**config.mk**
```make
export PLATFORM = sky130hd
export DESIGN_NAME = w2s_view
export DESIGN_NICKNAME = d
export VERILOG_FILES = /design/src/sv/world_to_screen_projection_core_macros.svh /design/src/sv/w2s_pkg.sv /design/src/sv/w2s_view.sv
export SDC_FILE = /design/constraint.sdc
export NUM_CORES = 2
export LEC_CHECK = 0
export BUFFER_PORTS_ARGS = -buffer_cell sky130_fd_sc_hd__buf_4
export CORE_MARGIN = 2
export CORE_UTILIZATION = 50
export DETAILED_ROUTE_END_ITERATION = 7
export PLACE_DENSITY = 0.66
export SETUP_SLACK_MARGIN = 0.3
export SLEW_MARGIN = 0
export SYNTH_ARGS = -nofsm -noshare
export SYNTH_HDL_FRONTEND = slang
export SYNTH_SLANG_ARGS = --single-unit
```
**constraint.sdc**
```tcl
create_clock -name clk -period 6.8 [get_ports clk]
set_input_delay 0.34 -clock clk [delete_from_list [all_inputs] [get_ports clk]]
set_output_delay 0.34 -clock clk [all_outputs]
set_load 0.02 [all_outputs]
```
**src/sv/world_to_screen_projection_core_macros.svh**
```systemverilog
// assertion macros for the world to screen projection core
// used by the top level; expects clk and arst_n in scope
`ifndef WORLD_TO_SCREEN_PROJECTION_CORE_MACROS_SVH
`define WORLD_TO_SCREEN_PROJECTION_CORE_MACROS_SVH

// same-cycle implication, off during reset
`define W2S_ASSERT_NOW(lbl, ante, cons, msg) \
	lbl: assert property (@(posedge clk) disable iff (!arst_n) (ante) |-> (cons)) \
		else $error(msg);

// next-cycle implication, off during reset
`define W2S_ASSERT_NEXT(lbl, ante, cons, msg) \
	lbl: assert property (@(posedge clk) disable iff (!arst_n) (ante) |=> (cons)) \
		else $error(msg);

`endif

```
**src/sv/w2s_pkg.sv**
```systemverilog
// shared types and constants for the world to screen projection core
// no dependencies
package w2s_pkg;

	// default fixed-point format
	localparam int DEF_FRAC_BITS  = 16;
	localparam int DEF_COORD_BITS = 32;

	// matrix entry word width
	localparam int MAT_W = 32;

	// ndc magnitude cap is 2^CAP_LOG, quotient keeps CAP_LOG+1 bits
	localparam int CAP_LOG = 40;
	localparam int QB      = CAP_LOG + 1;
	localparam int NDC_W   = QB + 1;

	// viewport size registers
	localparam int SIZE_W = 15;
	localparam int HALF_W = SIZE_W - 1;
	localparam logic [SIZE_W-1:0] WIDTH_RST  = SIZE_W'(1024);
	localparam logic [SIZE_W-1:0] HEIGHT_RST = SIZE_W'(768);

	// register bus
	localparam int DATA_W = 64;
	localparam int ADDR_W = 6;
	localparam int IDX_W  = 3;

	typedef enum logic [IDX_W-1:0] {
		REG_X_LO  = 3'd0,
		REG_X_HI  = 3'd1,
		REG_Y_LO  = 3'd2,
		REG_Y_HI  = 3'd3,
		REG_W_LO  = 3'd4,
		REG_W_HI  = 3'd5,
		REG_WIDTH = 3'd6,
		REG_HEIGHT= 3'd7
	} reg_idx_t;

	// control that travels with each request
	typedef struct packed {
		logic vld;
		logic vis;
	} ctl_t;

endpackage

```
**src/sv/w2s_view.sv**
```systemverilog
// viewport map: half size times ndc, offset, saturate; two stages
// depends on w2s_pkg
module w2s_view #(
	parameter int FRAC_BITS  = 16,
	parameter int COORD_BITS = 32
) (
	input  logic                              clk,
	input  logic                              arst_n,
	input  logic                              en,
	input  w2s_pkg::ctl_t                     in_ctl,
	input  logic signed [w2s_pkg::NDC_W-1:0]  in_ndc_x,
	input  logic signed [w2s_pkg::NDC_W-1:0]  in_ndc_y,
	input  logic [w2s_pkg::HALF_W-1:0]        half_w,
	input  logic [w2s_pkg::HALF_W-1:0]        half_h,
	output w2s_pkg::ctl_t                     out_ctl,
	output logic signed [COORD_BITS-1:0]      out_x,
	output logic signed [COORD_BITS-1:0]      out_y
);
	import w2s_pkg::*;

	localparam int MW = HALF_W + 1 + NDC_W;
	localparam int SUMW = MW + 1;
	localparam logic signed [SUMW-1:0] SMAX = SUMW'((64'sd1 <<< (COORD_BITS - 1)) - 64'sd1);
	localparam logic signed [SUMW-1:0] SMIN = SUMW'(-(64'sd1 <<< (COORD_BITS - 1)));

	ctl_t                   ctl_s1, ctl_s2;
	logic signed [MW-1:0]   px_s1, py_s1;
	logic signed [SUMW-1:0] off_w, off_h, sx, sy;
	logic signed [COORD_BITS-1:0] x_s2, y_s2;

	function automatic logic signed [COORD_BITS-1:0] sat(input logic signed [SUMW-1:0] v);
		logic signed [SUMW-1:0] c;
		c = (v > SMAX) ? SMAX : ((v < SMIN) ? SMIN : v);
		return c[COORD_BITS-1:0];
	endfunction

	// control pipeline
	always_ff @(posedge clk or negedge arst_n) begin
		if (!arst_n) begin
			ctl_s1 <= '0;
			ctl_s2 <= '0;
		end else if (en) begin
			ctl_s1 <= in_ctl;
			ctl_s2 <= ctl_s1;
		end
	end

	// half size products
	always_ff @(posedge clk) begin
		if (en) begin
			px_s1 <= MW'($signed({1'b0, half_w})) * MW'(in_ndc_x);
			py_s1 <= MW'($signed({1'b0, half_h})) * MW'(in_ndc_y);
		end
	end

	// offsets and saturation
	assign off_w = SUMW'($signed({1'b0, half_w, {FRAC_BITS{1'b0}}}));
	assign off_h = SUMW'($signed({1'b0, half_h, {FRAC_BITS{1'b0}}}));
	assign sx    = SUMW'(px_s1) + off_w;
	assign sy    = off_h - SUMW'(py_s1);

	always_ff @(posedge clk) begin
		if (en) begin
			x_s2 <= ctl_s1.vis ? sat(sx) : '0;
			y_s2 <= ctl_s1.vis ? sat(sy) : '0;
		end
	end

	assign out_ctl = ctl_s2;
	assign out_x   = x_s2;
	assign out_y   = y_s2;

endmodule

```
## Word level (Yosys, flattened, before mapping)

Index checks and enable logic that the tools add are counted.

| word-level totals | value |
|---|---|
| output and inout port bits | 66 |
| logic and storage cells | 25 |
| input bits | 117 |
| flip-flop bits (word level) | 182 |

| cells by class | value |
|---|---|
| mux-type cells | 4 |
| bitwise logic cells | 1 |
| $lt $le $gt $ge | 4 |
| add/sub/neg operators | 2 |
| multipliers | 2 |
| reductions and logical operators | 2 |

Operators with widths:

| cell | number |
|---|---|
| $gt 58x32->1 const B | 2 |
| $lt 58x32->1 const B | 2 |
| $mul 15x42->57 | 2 |
| $mux 32 | 2 |
| $mux 31 | 2 |
| $add 57x31->58 | 1 |
| $sub 31x57->58 | 1 |
| $reduce_or 2->1 | 2 |
| $not 1->1 | 1 |

## Depth between registers and ports, before layout

| depth | value |
|---|---|
| depth in word-level cells | 4 |
| mapped depth | 26 |
| depth with buffers taken out | 25 |

## Worst setup path after synthesis

Ideal clock, no wire load.

| path | value |
|---|---|
| path type | input -> register |
| from | input port in_ndc_x[6] (netlist bit) |
| to | register px_s1[53] (data pin) |
| data arrival time | 6.550 ns |
| library setup time | 0.265 ns |
| setup slack | -0.015 ns |
| buffers on the path | 1 |
| data required time | 6.535 ns |
| stages on the path | 26 |
| cell sequence | clkbuf_1 > and2_1 > fa_1 > inv_1 > fa_1 > inv_1 > fa_1 > inv_1 > fa_1 > inv_1 > fa_1 > inv_1 > fa_1 > inv_1 > ha_1 > a21o_1 > a211oi_1 > o31ai_1 > a21oi_1 > o21ai_0 > a2111oi_0 > nor3_1 > a221o_1 > a41oi_1 > o21ai_0 > xor2_1 |

| on the way | value |
|---|---|
| cells in the longest elaborated chain, start to end | 1 |

RTL lines:

| item | line | RTL |
|---|---|---|
| start: declaration | w2s_view.sv:11 | `input logic signed [w2s_pkg::NDC_W-1:0] in_ndc_x,` |
| $mul 15x42->57 | w2s_view.sv:51 | `px_s1 <= MW'($signed({1'b0, half_w})) * MW'(in_ndc_x);` |
| end signal: assignment | w2s_view.sv:51 |  |
| end: declaration | w2s_view.sv:27 | `logic signed [MW-1:0] px_s1, py_s1;` |

Every way passes these cells.
A chain may end at the register's enable or synchronous reset.

## Worst setup path in the final report

| path | value |
|---|---|
| from | input port in_ndc_y[7] (netlist bit) |
| to | register py_s1[56] (data pin) |

| on the way | value |
|---|---|
| cells in the longest elaborated chain, start to end | 1 |

RTL lines:

| item | line | RTL |
|---|---|---|
| start: declaration | w2s_view.sv:12 | `input logic signed [w2s_pkg::NDC_W-1:0] in_ndc_y,` |
| $mul 15x42->57 | w2s_view.sv:52 | `py_s1 <= MW'($signed({1'b0, half_h})) * MW'(in_ndc_y);` |
| end signal: assignment | w2s_view.sv:52 |  |
| end: declaration | w2s_view.sv:27 |  |

Every way passes these cells.

==> flow_summary.toml <==
[critical_path]
path_max_fanout = 14
worst-path-buf-inv = 3
worst_r2r_path_depth = 13
worstPathCellList = "buf_4, and2_1, fa_1, fa_1, fa_1, fa_1, fa_1, inv_2, fa_1, inv_2, ha_4, nand4_1, or3_4, or3_4, nor3_4, o21ai_2, a31o_2, a311o_1, nand2b_1, nor2_1, o31ai_2, xnor2_1"
cp.required_ns = 7.00
cp_slowest_stage_delay_ns = 0.57
crit_path_end_kind = "flip-flop"
path_class = "in -> reg"
cp_slowest_cell = "fa_1"
arrival_ns = 6.64
timing.rr.start = "px_s1[16]"
startpoint_type = "primary input"
r2r-end = "out_x[11]"
crit_top_cell = "fa_1"
worst_path_dominant_cell_family = "adder cells"
r2r_slack_ns = 2.23

[drt]
drtPass1Iterations = 6
first_iter_violations = 2129
drcViolationCount = 0
routed-via-count = 36120
ant_nets = 0
wirelength_mm = 120.3
viasPerCell = 5.233
wire_per_inst_um = 17.43

[placement]
place.port_buffers = 182
placed_cell_area_um2 = 54060
dp_hpwl_mm = 101.4
routabilityCongestion = 0.8837

[run_status]
status = "completed"

[cells_and_area]
layout-drive-gt1-share_pct = 12.01
area_growth_syn_to_layout_pct = 11.69
final_area_um2 = 55230
finalNetCount = 7061
nFillCells = 8706

[yosys]
syn_area_per_cell_um2 = 9.314
synth_warnings = 0
synth_cells = 5309
synth_area_um2 = 49450
ys.flop_type = "edfxtp_1"
synth-async-reset-ratio_pct = 2.198
synth_edf_count = 178
synth-seq-cells = 182
ys_types = 91
synth.net_count = 6770
yosysSeqAreaShare_pct = 11.01

[clock_network]
root_buffer = "clkbuf_16"
cts_sinks = 182
clockBufferDepth = 2
path_clk_slew_ns = 0.07
cts_tree = "yes"
cts_made_buffers = 17
clk_latency_ns = 0.46
htreeDepth = 4

[timing]
drv_slew = 0
setup_viol = 0
finalHoldViolCount = 0
skew_ns = 0.01420
rsz0062_at_grt = "yes"
tightest_slew_ns = 1.227
finalCritPeriodShare_pct = 94.67
max_freq_ghz = 0.1553
slew_headroom_pct = 18.00
period_needed_ns = 6.438

[die]
fp.dieH_um = 318.5
initial_core_util_pct = 50.32
ioPinCount = 183
die_x_um = 318.5
die_area_um2 = 101400
core_area_um2 = 98280
rows = 115

[global_route]
first_global_vias = 39030
gr-usage-met1_pct = 33.01
antenna_found_initial = 3
met2_usage_pct = 41.72
grt_overflow_total = 0
grtUsageMet3_pct = 4.566
grt_pass1_wl_mm = 202.4
busiest_layer = "met2"
grt_max_degree = 74
grt.total_usage_pct = 24.85

[worst_hold_path]
hold_class = "in -> reg"
hold_path.startpoint = "in_ctl[1]"
min_to = "ctl_s1[1]"
whs_path_depth = 2

[job]
drv_cap = 0
metal layers:
layer  vias up  routed length (µm)  share of wire, %
met5         -                  11            0.0091
met4         2                3470               2.9
met3       217                7659               6.4
met2       978               58650                49
met1     18340               50490                42
li1      16570                   -                 -
registers in the layout, indices dropped and copies added, names as in the netlist:
| register | cells |
|---|---|
| px_s1 | 57 |
| py_s1 | 57 |
| out_x | 32 |
| ctl_s1 | 2 |
| out_y | 32 |
| out_ctl | 2 |
worst max path at each step:
| stage | cells past startpoint | startpoint | endpoint | slack [ns] |
|---|---|---|---|---|
| 3_3_place_gp | 26 | half_h[8] | py_s1[53] | -0.22 |
| 5_1_grt | 22 | in_ndc_y[7] | py_s1[56] | 0.21 |
| 6_report | 22 | in_ndc_y[7] | py_s1[56] | 0.36 |
| 3_5_place_dp | 25 | half_w[4] | px_s1[53] | -0.26 |
| 2_1_floorplan | 25 | in_ndc_y[23] | py_s1[56] | 0.30 |
| 4_1_cts | 25 | half_w[5] | px_s1[53] | 0.28 |
Yosys cell counts, types with 5 or more instances:
cell type	n	area, µm²
a31o_2	7	61.31
a2111oi_0	7	61.31
o21bai_1	25	187.7
xor2_1	56	490.5
inv_1	1198	4497
and3_1	23	143.9
o21ai_0	76	380.4
and4_1	7	61.31
a31oi_1	24	150.1
nand4_1	29	181.4
and2_1	729	4561
nand3_1	43	215.2
nor2b_1	18	112.6
nor4_1	19	118.9
buf_2	7	35.03
clkbuf_1	223	837.1
a21o_1	107	803.3
edfxtp_1	178	5345
ha_1	283	3541
nor2_1	109	409.1
xnor2_1	123	1077
o21ai_1	5	25.02
o31ai_1	9	67.56
nand2_1	552	2072
or3_1	14	87.58
or2_2	7	43.79
o21a_1	51	382.9
a21oi_1	145	725.7
buf_6	8	90.09
fa_1	1061	21240
nor3_1	30	150.1
nand2b_1	17	106.4
a211oi_1	7	52.55
o211ai_1	8	60.06
kinds of logic (layout without fill, tap and decap cells):
kind of cell,count (synthesis),in the layout,synth area share (%)
AO/OA/AOI/OAI,525,525,7.004
adder cells (fa/ha/maj),1344,1344,50.11
other,0,1,0
AND/OR/NAND/NOR,1632,1632,17.46
multiplexers,7,7,0.1518
buffers and inverters,1440,1744,11.09
XOR/XNOR,179,179,3.170
flip-flops,182,182,11.01
per-stage QoR:
stage	std cells	utilization, %	hold slack (ns)	TNS (ns)	setup WS (ns)
finish	6901	56.20	0.1128	0	0.3622
global route	6901	56.20	0.1074	0	0.2071
CTS	6892	55.66	0.09239	0	0.2838
detailed placement	6858	55.01	0.1404	-2.564	-0.2597
global placement	6858	55.01	0.1377	-1.408	-0.2224
floorplan	5309	-	0.04441	0	0.3033
cell type report:
type	count	area (µm²)	area share (%)
diodes	1	2.502	0.004531
flip-flops and latches	182	5445	9.859
repair buffers	514	4200	7.605
clock inverters	15	160.2	0.2900
clock buffers	17	425.4	0.7702
inverters	1198	4497	8.142
multi-input cells	3687	38890	70.41
well taps	1287	1610	2.916
repair_timing:
action	CTS	global route
pin swaps	4	79
endpoints found under the hold margin	4	0
buffers inserted	1	8
hold buffers	1	0
setup endpoints to repair	7	34
gates resized for setup	7	124
worst reg2reg max path: stages (launching register included):
cell and delay (ns):
edfxtp_1 0.37, ha_1 0.23, fa_1 0.43, a211o_1 0.31, a2111oi_2 0.39, nor3_1 0.18, o2111ai_1 0.42, nand2_2 0.22
nand4_1 0.16, xor2_1 0.29, nor4_1 0.10, nand3_1 0.09, nand2_1 0.68, a21o_1 0.47
cell usage in the layout (no fill, tap or decap), types with 12 or more instances in the layout:
cell and instances:
inv_1 1190, fa_1 1051, and2_1 718, nand2_1 552, buf_4 468, ha_1 274, edfxtp_1 178, a21oi_1 136
xnor2_1 123, a21o_1 107, nor2_1 107, o21ai_0 64, xor2_1 56, o21a_1 51, nand3_1 43, nand4_1 29
nor3_1 28, o21bai_1 25, and3_1 23, buf_6 21, a31oi_1 20, nor4_1 19, nor2b_1 18, buf_12 18
nand2b_1 17, clkbuf_16 17, o21ai_1 12
Power is not shown: default switching activity piles up to over one toggle a cycle in this logic, so the estimate is an artifact.
